[config.mk]
export PLATFORM = sky130hd
export DESIGN_NAME = mwf_ctrl
export DESIGN_NICKNAME = d
export VERILOG_FILES = /design/src/rtl/core/mwf_pkg.sv /design/src/rtl/core/mwf_ctrl.sv
export VERILOG_INCLUDE_DIRS = /design/src /design/src/rtl/core
export SDC_FILE = /design/constraint.sdc
export NUM_CORES = 1
export LEC_CHECK = 0
export ABC_CLOCK_PERIOD_IN_PS = 1400
export BUFFER_PORTS_ARGS = -buffer_cell sky130_fd_sc_hd__buf_2
export CAP_MARGIN = 15
export CORE_AREA = 5 5 42 44
export DETAILED_ROUTE_END_ITERATION = 8
export DIE_AREA = 0 0 47 49
export PLACE_DENSITY = 0.6
export SYNTH_ARGS = -nofsm -noshare
export SYNTH_HDL_FRONTEND = slang
export SYNTH_SLANG_ARGS = --single-unit
[constraint.sdc]
create_clock -name aclk -period 1.4 [get_ports aclk]
set_input_delay 0.28 -clock aclk [delete_from_list [all_inputs] [get_ports aclk]]
set_output_delay 0.28 -clock aclk [all_outputs]
set_load 0.05 [all_outputs]
[src/rtl/core/assert_macros.svh]
// Assertion macros used by the median filter controller.
`ifndef ASSERT_MACROS_SVH
`define ASSERT_MACROS_SVH
`ifndef SYNTH
`define ASSERT_IMPL(lbl, clk, rstn, ante, cons) \
    lbl: assert property (@(posedge clk) disable iff (!rstn) (ante) |-> (cons)) \
        else $error("same-cycle implication failed");
`define ASSERT_NEXT(lbl, clk, rstn, ante, cons) \
    lbl: assert property (@(posedge clk) disable iff (!rstn) (ante) |=> (cons)) \
        else $error("next-cycle implication failed");
`else
`define ASSERT_IMPL(lbl, clk, rstn, ante, cons)
`define ASSERT_NEXT(lbl, clk, rstn, ante, cons)
`endif
`endif

[src/rtl/core/mwf_pkg.sv]
// Package with constants, command and status types for the median filter.
package mwf_pkg;
    localparam int PIXEL_BITS = 8;
    localparam int MAX_MASK   = 7;
    localparam int MAX_WIDTH  = 1024;
    localparam int MAX_HEIGHT = 4096;
    localparam int COL_W      = 10;
    localparam int ROW_W      = 12;
    localparam int WEFF_W     = 11;
    localparam int HEFF_W     = 13;
    localparam int MSK_W      = 3;
    localparam int HALF_MAX   = (MAX_MASK - 1) >> 1;
    localparam int HALF_W     = 2;
    localparam int SLOT_W     = 3;
    localparam int RAM_DEPTH  = MAX_MASK * MAX_WIDTH;
    localparam int ADDR_W     = $clog2(RAM_DEPTH);
    localparam int SORT_N     = MAX_MASK * MAX_MASK;
    localparam int CNT_W      = $clog2(SORT_N + 1);
    localparam int IDX_W      = $clog2(SORT_N);
    localparam int PROD_W     = ROW_W + WEFF_W;
    localparam int SUM_W      = PROD_W + 1;

    localparam logic FUNC_PIXEL = 1'b0;
    localparam logic FUNC_FLUSH = 1'b1;

    typedef struct packed {
        logic cap_in;
        logic px_rd;
        logic px_wr;
        logic mul_need;
        logic mul_have;
        logic gath_start;
        logic gath_issue;
        logic fin_load;
    } mwf_cmd_t;

    typedef struct packed {
        logic is_flush;
        logic win_ready;
        logic gath_done;
        logic out_free;
    } mwf_stat_t;

    // Row modulo seven: octal digits are summed, since eight is one modulo seven.
    function automatic logic [SLOT_W-1:0] row_slot(input logic [ROW_W-1:0] r);
        logic [4:0] s;
        logic [3:0] t;
        logic [2:0] u;
        s = 5'(r[2:0]) + 5'(r[5:3]) + 5'(r[8:6]) + 5'(r[11:9]);
        t = 4'(s[2:0]) + 4'(s[4:3]);
        u = t[2:0] + 3'(t[3]);
        return (u == 3'd7) ? 3'd0 : u;
    endfunction
endpackage

[src/rtl/core/mwf_ctrl.sv]
// Controller state machine that sequences one item through the datapath.
`include "assert_macros.svh"
module mwf_ctrl (
    input  logic               aclk,
    input  logic               aresetn,
    input  logic               s_valid,
    output logic               s_ready,
    input  mwf_pkg::mwf_stat_t stat,
    output mwf_pkg::mwf_cmd_t  cmd
);
    import mwf_pkg::*;

    typedef enum logic [3:0] {
        ST_IDLE, ST_PX_RD, ST_PX_WR, ST_MUL_A, ST_MUL_B, ST_CHECK,
        ST_G_START, ST_G_ISSUE, ST_G_LAST, ST_FINISH
    } state_t;

    state_t state_reg;
    state_t state_next;

    always_comb begin
        state_next = state_reg;
        unique case (state_reg)
            ST_IDLE:    if (s_valid) state_next = ST_PX_RD;
            ST_PX_RD:   state_next = ST_PX_WR;
            ST_PX_WR:   state_next = ST_MUL_A;
            ST_MUL_A:   state_next = ST_MUL_B;
            ST_MUL_B:   state_next = ST_CHECK;
            ST_CHECK:   state_next = stat.win_ready ? ST_G_START : ST_IDLE;
            ST_G_START: state_next = ST_G_ISSUE;
            ST_G_ISSUE: if (stat.gath_done) state_next = ST_G_LAST;
            ST_G_LAST:  state_next = ST_FINISH;
            ST_FINISH:  if (stat.out_free) state_next = ST_IDLE;
            default:    state_next = ST_IDLE;
        endcase
        // A flush beat skips the line store write.
        if (state_reg == ST_PX_RD && stat.is_flush) state_next = ST_MUL_A;
    end

    always_ff @(posedge aclk) begin
        if (!aresetn) begin
            state_reg <= ST_IDLE;
        end else begin
            state_reg <= state_next;
        end
    end

    always_comb begin
        cmd            = '0;
        cmd.cap_in     = (state_reg == ST_IDLE) && s_valid;
        cmd.px_rd      = (state_reg == ST_PX_RD);
        cmd.px_wr      = (state_reg == ST_PX_WR);
        cmd.mul_need   = (state_reg == ST_MUL_A);
        cmd.mul_have   = (state_reg == ST_MUL_B);
        cmd.gath_start = (state_reg == ST_G_START);
        cmd.gath_issue = (state_reg == ST_G_ISSUE);
        cmd.fin_load   = (state_reg == ST_FINISH) && stat.out_free;
    end

    assign s_ready = (state_reg == ST_IDLE);

    `ASSERT_NEXT(a_cap_enters_rd, aclk, aresetn, cmd.cap_in, state_reg == ST_PX_RD)
    `ASSERT_NEXT(a_gather_ends, aclk, aresetn, cmd.gath_issue && stat.gath_done, state_reg == ST_G_LAST)
    `ASSERT_NEXT(a_no_result_idle, aclk, aresetn, state_reg == ST_CHECK && !stat.win_ready, s_ready)
    `ASSERT_IMPL(a_load_needs_room, aclk, aresetn, cmd.fin_load, stat.out_free && !s_ready)
endmodule

### After elaboration in Yosys (flattened, before gate mapping)

Cells that the tools add are included.

* bitwise logic cells: 1
* equality and inequality tests: 15
* multiplexer cells: 6
* reductions and logical operators: 7

Operator list (number)
* 4-bit one-hot mux with 10 select lines: 1
* 4-bit by 3-bit equality test with 1-bit output, second input constant: 4
* 4-bit two-way mux: 3
* 4-bit by 2-bit equality test with 1-bit output, second input constant: 2
* 4-bit equality test, second input constant: 2
* 2-bit != test, second input constant: 3
* 3-bit by 2-bit != test with 1-bit output, second input constant: 2
* 3-bit AND reduction: 2
* 4-bit by 1-bit equality test with 1-bit output, second input constant: 1
* 4-bit zero test: 1
* 1-bit logical AND: 3
* 3-bit two-way mux: 1
* 3-bit != test, second input constant: 1
* 2-bit two-way mux: 1
* 2-bit OR reduction: 1
* 1-bit NOT: 1

* output and inout bits: 9
* register bits after elaboration: 4
* input port bits: 7
* logic and storage cells: 31

### Longest topological paths before layout

Gate-level depths: netlist (run 1).

* depth in word-level cells: 4
* mapped depth: 4
* gate-level depth less buffers: 3

### Worst setup path before layout (run 1)

Ideal clock, no wire load.

* kind: register -> output
* start point: register state_reg[1]
* end point: output cmd[7] in the netlist's numbering
* stages on the path, launching flop included: 4
* path buffers: 1
* arrival time: 2.003 ns
* required time: 1.120 ns
* slack: -0.883 ns
* path through: dfxtp_1 -> buf_4 -> nor4_2 -> and2_1

RTL lines
* start, declared: RTL line mwf_ctrl.sv:18 `state_t state_reg;`
* start signal, assigned: RTL line mwf_ctrl.sv:44 `state_reg <= state_next;`
* end, declared: RTL line mwf_ctrl.sv:9 `output mwf_pkg::mwf_cmd_t cmd`

==> reports/results.ini, run 1 <==
[global_route]
grt_pass1_vias = 511
grt_pass1_wl_mm = 2.14
antenna_found_initial = 0
track_usage_pct = 12.7
grt_max_degree = 10
grt_overflow = 0

[pwr]
pwr_density_cell_nw_per_um2 = 789
peakVddDrop_uv = 704
p_switching_mw = 0.227
p_comb_share_pct = 53.1
p_seq_share_pct = 23.8
p_int_mw = 0.366
pwr-share-clk_pct = 23.1
switching_share_pct = 38.3
finalPower_mw = 0.593
p_leak_nw = 0.323

[clocking]
cts.htree.levels = 1
clk_pin_slew_ns = 0.04
cts_sinks = 4
cts_root_buf = clkbuf_4
cts_tree = done
clock_latency_ns = 0.23
cts_buffer_depth = 2
cts_buffers = 3

[placement]
place_area_sq_um = 547
place.gp.congestion = 0.776
portBuffers = 15
dp_hpwl_um = 802

[critical_path]
critPathMaxFanout = 9
startpoint_type = register
required_ns = 1.12
endpoint_kind = output pin
cp.arrival_ns = 1.20
crit_type = register to output pin

[timing]
slew_viol_final = 0
hold_viol_final = 0
skew_ns = 0.00258
fin_crit_sh_pct = 105
fmax_mhz = 678
layout_setup_ws_ns = -0.0752
slew_headroom_pct = 78.0
finalCriticalPeriod_ns = 1.48
setup_viol = 5
tightest_slew_ns = 0.327
rsz0062_at_grt = yes

[route]
ant_nets = 0
remaining_drc_errors = 0
first_pass_iters = 4
vias_per_cell = 4.95
drt_iter0_drc = 3
wl_per_cell_um = 13.1
vias = 455
routed_wl_mm = 1.20

[synth]
synth_most_common_cell = nor3_1
synth.area.top_cells = dfxtp_1 (23%), nor3_1 (10%), nand2b_1 (7.3%)
ys_ff_latch = 4
synth_warnings = 0
synth.cell_area_sq_um = 343
ys_top_cells_by_count = nor3_1 (7), dfxtp_1 (4), inv_1 (4), nand2b_1 (4)
netlist_instances = 46
synth_edf_count = 0
syn-num-nets = 53
syn_avg_cell_area_sq_um = 7.45
yosysTopAreaCell = dfxtp_1
synthDistinctLibCells = 25
seq_area_frac_synth_pct = 23.4
synth_top_area_share_pct = 23.4
synthArstFlopShare_pct = 0
synth_ff_type = dfxtp_1

[final_layout]
largest_reg_flops = 4
postLayoutCellArea_sq_um = 752
syn_to_final_growth_pct = 119
fin_util_pct = 53.7
multi_input_area_sq_um = 324
antenna_cells = 0
drive_above_1_share_pct = 69.7
nets = 85
nFillCells = 131
regArea_sq_um = 95.1

[die]
start_util_pct = 24.5
die_width_um = 47
die_h_um = 49
rows = 14
io-pin-count = 16
coreArea_sq_um = 1400
die_area_sq_um = 2300

[min_path]
hold_class = input pin to register

[outcome]
violations = negative setup slack
status = complete, but fails checks

[flow_run]
drv_cap = 0

[path summary, 6_finish.rpt]
kind | cells past startpoint | start | slack [ns] | to
max | 3 | state_reg[2]$_SDFFE_PP0P_ | -0.08 | cmd[7]
min reg2reg | 2 | state_reg[1]$_SDFFE_PN0P_ | 0.58 | state_reg[3]$_SDFFE_PP0P_
max reg2reg | 4 | state_reg[2]$_SDFFE_PP0P_ | 0.09 | state_reg[0]$_SDFFE_PN0P_
min | 2 | aresetn | 0.31 | state_reg[0]$_SDFFE_PN0P_
[critical path: stages (launching register included)]
cell and delay (ns):
dfxtp_4 0.38, nor4_4 0.27, and2_4 0.18, buf_8 0.14
[cell type report]
| class | count | area share [%] |
|---|---|---|
| clock buffer | 3 | 3.00 |
| multi-input combinational | 34 | 43.1 |
| tap | 16 | 2.66 |
| timing repair buffer | 31 | 36.3 |
| sequential | 4 | 12.6 |
| inverter | 4 | 2.33 |
[kinds of logic after synthesis]
family | synth area share [%]
buf+inv | 11.7
compound gates | 23.7
flops | 23.4
simple gates | 41.2
[power groups by stage]
stage | clock (mW) | combinational (mW) | sequential [mW]
after floorplan | 0 | 0.172 | 0.130
after global placement | 0 | 0.226 | 0.144
after detailed placement | 0 | 0.227 | 0.143
after CTS | 0.144 | 0.298 | 0.140
after global routing | 0.157 | 0.339 | 0.143
final | 0.137 | 0.315 | 0.141
[what timing repair did]
action / in CTS / in global routing
pin swaps: 2 / 3
hold buffers: 0 / 0
buffers inserted: 3 / 2
resized for setup: 33 / 7
endpoints found under the setup margin: 9 / 11
[placed cells by master, fill, tap and decap left out, drive strengths merged]
master / synthesis / layout
o21a: 1 / 1
o21ai: 1 / 1
a21oi: 3 / 3
nor4b: 1 / 1
buf: 4 / 31
nand2: 3 / 3
inv: 4 / 4
and4b: 1 / 1
nor4: 2 / 2
clkbuf: 0 / 3
and2: 1 / 1
nor3: 7 / 7
nor2: 1 / 1
a211oi: 2 / 2
a211o: 1 / 1
o31a: 1 / 1
nand3b: 1 / 1
o41ai: 1 / 1
nor2b: 1 / 1
nand2b: 4 / 4
or3b: 1 / 1
a21o: 1 / 1
dfxtp: 4 / 4
[metrics by stage]
| step | setup TNS (ns) | worst slack [ns] | instances | hold slack (ns) |
|---|---|---|---|---|
| 2_1_floorplan | -0.990 | -0.388 | 46 | 0.408 |
| 3_3_place_gp | -0.00793 | -0.00793 | 84 | 0.540 |
| 3_5_place_dp | 0 | 0.00745 | 84 | 0.538 |
| 4_1_cts | -0.359 | -0.0836 | 90 | 0.288 |
| 5_1_grt | -0.757 | -0.163 | 92 | 0.307 |
| 6_report | -0.194 | -0.0752 | 92 | 0.307 |
[layer usage]
metal / up-vias / routed length [um] / global-route usage (%) / part of all wire (%)
met2: 14 / 620 / 20.1 / 51
met1: 214 / 499 / 15.2 / 41
met5: - / 0 / 0 / 0
met4: 0 / 0 / 0.922 / 0
met3: 0 / 84 / 7.38 / 7.0
li1: 227 / - / - / -
Power figures use the tool's default switching activity.
==> run 2: changes to the inputs <==
- SKIP_LAST_GASP: unset -> 1
==> reports/results.ini, run 2 (same netlist as run 1, synthesis figures left out) <==
[critical_path]
crit_type = register to output pin
cp_num_buf_inv = 1
cp_top_family = simple AND/OR/NAND/NOR gates
critPathMaxFanout = 9
cp_slowest_cell = dfxtp_4
max_stage_delay_ns = 0.38
required_ns = 1.12
endpoint_kind = output pin
cp.arrival_ns = 1.20
path_cells = nor4_4 > and2_4 > buf_8
startpoint_type = register

[global_route]
grt_pass1_vias = 509
grt_max_degree = 10
grt_overflow = 0
antenna_found_initial = 0
track_usage_pct = 12.6
grt.met3_usage_pct = 7.38
use_met1_pct = 15.2
grt.busiest_layer = met2
use_met2_pct = 19.9
grt_pass1_wl_mm = 2.13

[placement]
portBuffers = 15
place.gp.congestion = 0.776
dp_cells = 84
place_area_sq_um = 547
dp_hpwl_um = 802
preCtsSetupSlack_ns = 0.00745

[timing]
skew_ns = 0.00372
rsz0062_at_grt = yes
setup_viol = 8
finalCriticalPeriod_ns = 1.48
hold_viol_final = 0
fin_crit_sh_pct = 106
slew_headroom_pct = 77.9
slew_viol_final = 0
tightest_slew_ns = 0.328
layout_setup_ws_ns = -0.0782
fmax_mhz = 677

[pwr]
p_leak_nw = 0.319
finalPower_mw = 0.582
peakVddDrop_uv = 703
pwr_density_cell_nw_per_um2 = 820

[final_layout]
postLayoutCellArea_sq_um = 709
nets = 84
largest_reg_flops = 4
fin_util_pct = 50.6
layout.cells.non_filler = 91
syn_to_final_growth_pct = 107
drive_above_1_share_pct = 68.0
final_cell_mix = buf_4 (13), buf_6 (8), buf_2 (7)
nFillCells = 141
antenna_cells = 0
layout_commonest_cell = buf_4

[route]
first_pass_iters = 4
remaining_drc_errors = 0
vias_per_cell = 4.91
ant_nets = 0
drt_iter0_drc = 1
wl_per_cell_um = 12.8
routed_wl_mm = 1.17
vias = 447

[die]
start_util_pct = 24.5
rows = 14
die_h_um = 49
io-pin-count = 16
coreArea_sq_um = 1400
die_area_sq_um = 2300
die_width_um = 47

[clocking]
cts_tree = done
cts_buffer_depth = 2
clock_latency_ns = 0.23
cts_buffers = 3
cts_sinks = 4
clk_pin_slew_ns = 0.04
cts.htree.levels = 1
cts_root_buf = clkbuf_4

[min_path]
hold_class = input pin to register

[outcome]
status = complete, but fails checks
violations = negative setup slack

[flow_run]
drv_cap = 0

-- run 2: changes by cell type in the layout (fill, tap and decap cells not counted), moves of 2 or more --
| cell | delta |
|---|---|
| buf_6 | -2 |
| nor3_2 | +2 |
| nand2b_2 | +2 |
| nor3_4 | -2 |
| nand2b_4 | -2 |
-- run 2: through the flow --
stage	TNS, ns	hold slack (ns)
2_1_floorplan	-0.990	0.408
3_3_place_gp	-0.00793	0.540
3_5_place_dp	0	0.538
4_1_cts	-0.388	0.288
5_1_grt	-0.879	0.307
6_report	-0.255	0.305
-- run 2: power breakdown --
| group | internal, mW | switching, mW | leakage, nW |
|---|---|---|---|
| clock | 0.0955 | 0.0426 | 0.0138 |
| sequential | 0.124 | 0.0181 | 0.0353 |
| combinational | 0.140 | 0.161 | 0.270 |
| total | 0.360 | 0.222 | 0.319 |
-- run 2: worst reg2reg max path, stage by stage (launching register included) --
cell	delay, ns
dfxtp_4	0.38
buf_4	0.16
or3b_1	0.36
a211oi_2	0.23
o31a_1	0.15
-- run 2: per-layer routing --
layer / part of all wire (%) / up-vias / routed length [um]
li1: - / 224 / -
met1: 43 / 209 / 498
met2: 50 / 14 / 585
met3: 7.2 / 0 / 84
met4: 0 / 0 / 0
met5: 0 / - / 0
-- run 2: path summary, 6_finish.rpt --
check	to	cells past startpoint	start	slack, ns
worst min-delay path	state_reg[0]$_SDFFE_PN0P_	2	aresetn	0.31
worst min register to register	state_reg[3]$_SDFFE_PP0P_	2	state_reg[1]$_SDFFE_PN0P_	0.57
worst max register to register	state_reg[0]$_SDFFE_PN0P_	4	state_reg[2]$_SDFFE_PP0P_	0.06
worst max-delay path	cmd[7]	3	state_reg[2]$_SDFFE_PP0P_	-0.08
-- run 2: layout make-up --
type	count	area [sq um]	share of cell area [%]
repair buffers	30	258	36.3
multi-input cells	34	299	42.2
flip-flops and latches	4	92.6	13.1
clock buffers	3	22.5	3.17
well taps	16	20.0	2.82
inverters	4	17.5	2.47
-- run 2: what timing repair did --
action	CTS	global route
pin swaps	2	1
buffers inserted	3	1
endpoints found under the setup margin	9	11
resized for setup	30	2
hold buffers	0	0
==> run 3: changes to the inputs <==
- SKIP_CTS_REPAIR_TIMING: unset -> 1
==> reports/results.ini, run 3 (same netlist as run 1, synthesis figures left out) <==
[timing]
finalCriticalPeriod_ns = 1.49
fin_crit_sh_pct = 106
fmax_mhz = 672
tightest_slew_ns = 0.323
hold_viol_final = 0
slew_viol_final = 0
setup_viol = 9
layout_setup_ws_ns = -0.0878
rsz0062_at_grt = yes
skew_ns = 0.00493
slew_headroom_pct = 78.2

[global_route]
track_usage_pct = 10.6
grt_pass1_vias = 440
grt_max_degree = 10
grt_pass1_wl_mm = 1.78
grt_overflow = 0
antenna_found_initial = 0

[critical_path]
startpoint_type = register
required_ns = 1.12
cp.arrival_ns = 1.21
endpoint_kind = output pin
crit_type = register to output pin
setup.worst_path.start = state_reg[0]$_SDFFE_PN0P_
worstReg2RegStart = state_reg[2]$_SDFFE_PP0P_
critPathMaxFanout = 5

[route]
remaining_drc_errors = 0
ant_nets = 0
drt_iter0_drc = 3
vias_per_cell = 4.88
first_pass_iters = 3
vias = 439
wl_per_cell_um = 13.1
routed_wl_mm = 1.18

[clocking]
cts_buffer_depth = 2
cts_buffers = 3
clock_latency_ns = 0.23
cts.htree.levels = 1
cts_root_buf = clkbuf_4
cts_sinks = 4
clk_pin_slew_ns = 0.04
cts_tree = done

[final_layout]
layout.cells.non_filler = 90
final_cell_mix = buf_4 (14), buf_2 (7), buf_6 (7)
antenna_cells = 0
syn_to_final_growth_pct = 99.3
largest_reg_flops = 4
nFillCells = 149
multi_input_area_sq_um = 297
regArea_sq_um = 92.6
drive_above_1_share_pct = 66.2
layout_commonest_cell = buf_4
nets = 83
fin_util_pct = 48.8

[placement]
dp_hpwl_um = 802
dp_cells = 84
portBuffers = 15
place.gp.congestion = 0.776

[pwr]
pwr_density_cell_nw_per_um2 = 833
p_leak_nw = 0.310
peakVddDrop_uv = 684

[min_path]
hold_class = input pin to register
min-delay-start = aresetn

[outcome]
violations = negative setup slack
status = complete, but fails checks

[die]
coreArea_sq_um = 1400
rows = 14
die_area_sq_um = 2300
die_width_um = 47
io-pin-count = 16
die_h_um = 49
start_util_pct = 24.5

[flow_run]
drv_cap = 0

[run 3: cell types whose count changed in the layout (fill, tap and decap cells not counted)]
| cell | previous run | this run |
|---|---|---|
| buf_4 | 13 | 14 |
| buf_12 | 1 | 0 |
| buf_6 | 8 | 7 |
| nand2b_1 | 2 | 3 |
| nand2b_2 | 2 | 1 |
[run 3: critical path: stages (launching register included)]
cell and delay (ns):
dfxtp_4 0.36, buf_6 0.13, inv_4 0.06, nand2_4 0.06, nor3_4 0.19, buf_6 0.18
[run 3: through the flow]
step	setup TNS (ns)	total power [mW]	cell area [sq um]	setup WS [ns]	hold slack, ns
2_1_floorplan	-0.990	0.302	398	-0.388	0.408
3_3_place_gp	-0.00793	0.370	547	-0.00793	0.540
3_5_place_dp	0	0.370	547	0.00745	0.538
4_1_cts	-1.71	0.513	569	-0.242	0.295
5_1_grt	-0.988	0.610	683	-0.155	0.306
6_report	-0.377	0.569	683	-0.0878	0.306
[run 3: cell type report]
class	count	share of cell area [%]
Timing Repair Buffer	29	34.2
Tap cell	16	2.93
Sequential cell	4	13.6
Clock buffer	3	3.30
Multi-Input combinational cell	34	43.4
Inverter	4	2.56
[run 3: power by group]
| part | leakage [nW] | internal (mW) | switching, mW | total, mW |
|---|---|---|---|---|
| Combinational | 0.261 | 0.130 | 0.158 | 0.288 |
| Sequential | 0.0353 | 0.124 | 0.0188 | 0.143 |
| Clock | 0.0138 | 0.0955 | 0.0425 | 0.138 |
[run 3: final timing paths]
kind,slack (ns),end,cells after the start
min reg2reg,0.58,state_reg[3]$_SDFFE_PP0P_,2
max,-0.09,cmd[5],5
max reg2reg,0.08,state_reg[0]$_SDFFE_PN0P_,4
min,0.31,state_reg[0]$_SDFFE_PN0P_,2
[run 3: layer usage]
metal  wire (um)  global-route usage [%]  vias up
li1            -                       -      223
met1         496                    13.4      204
met2         599                    15.6       12
met3          85                    7.38        0
met4           0                       0        0
met5           0                       0        -
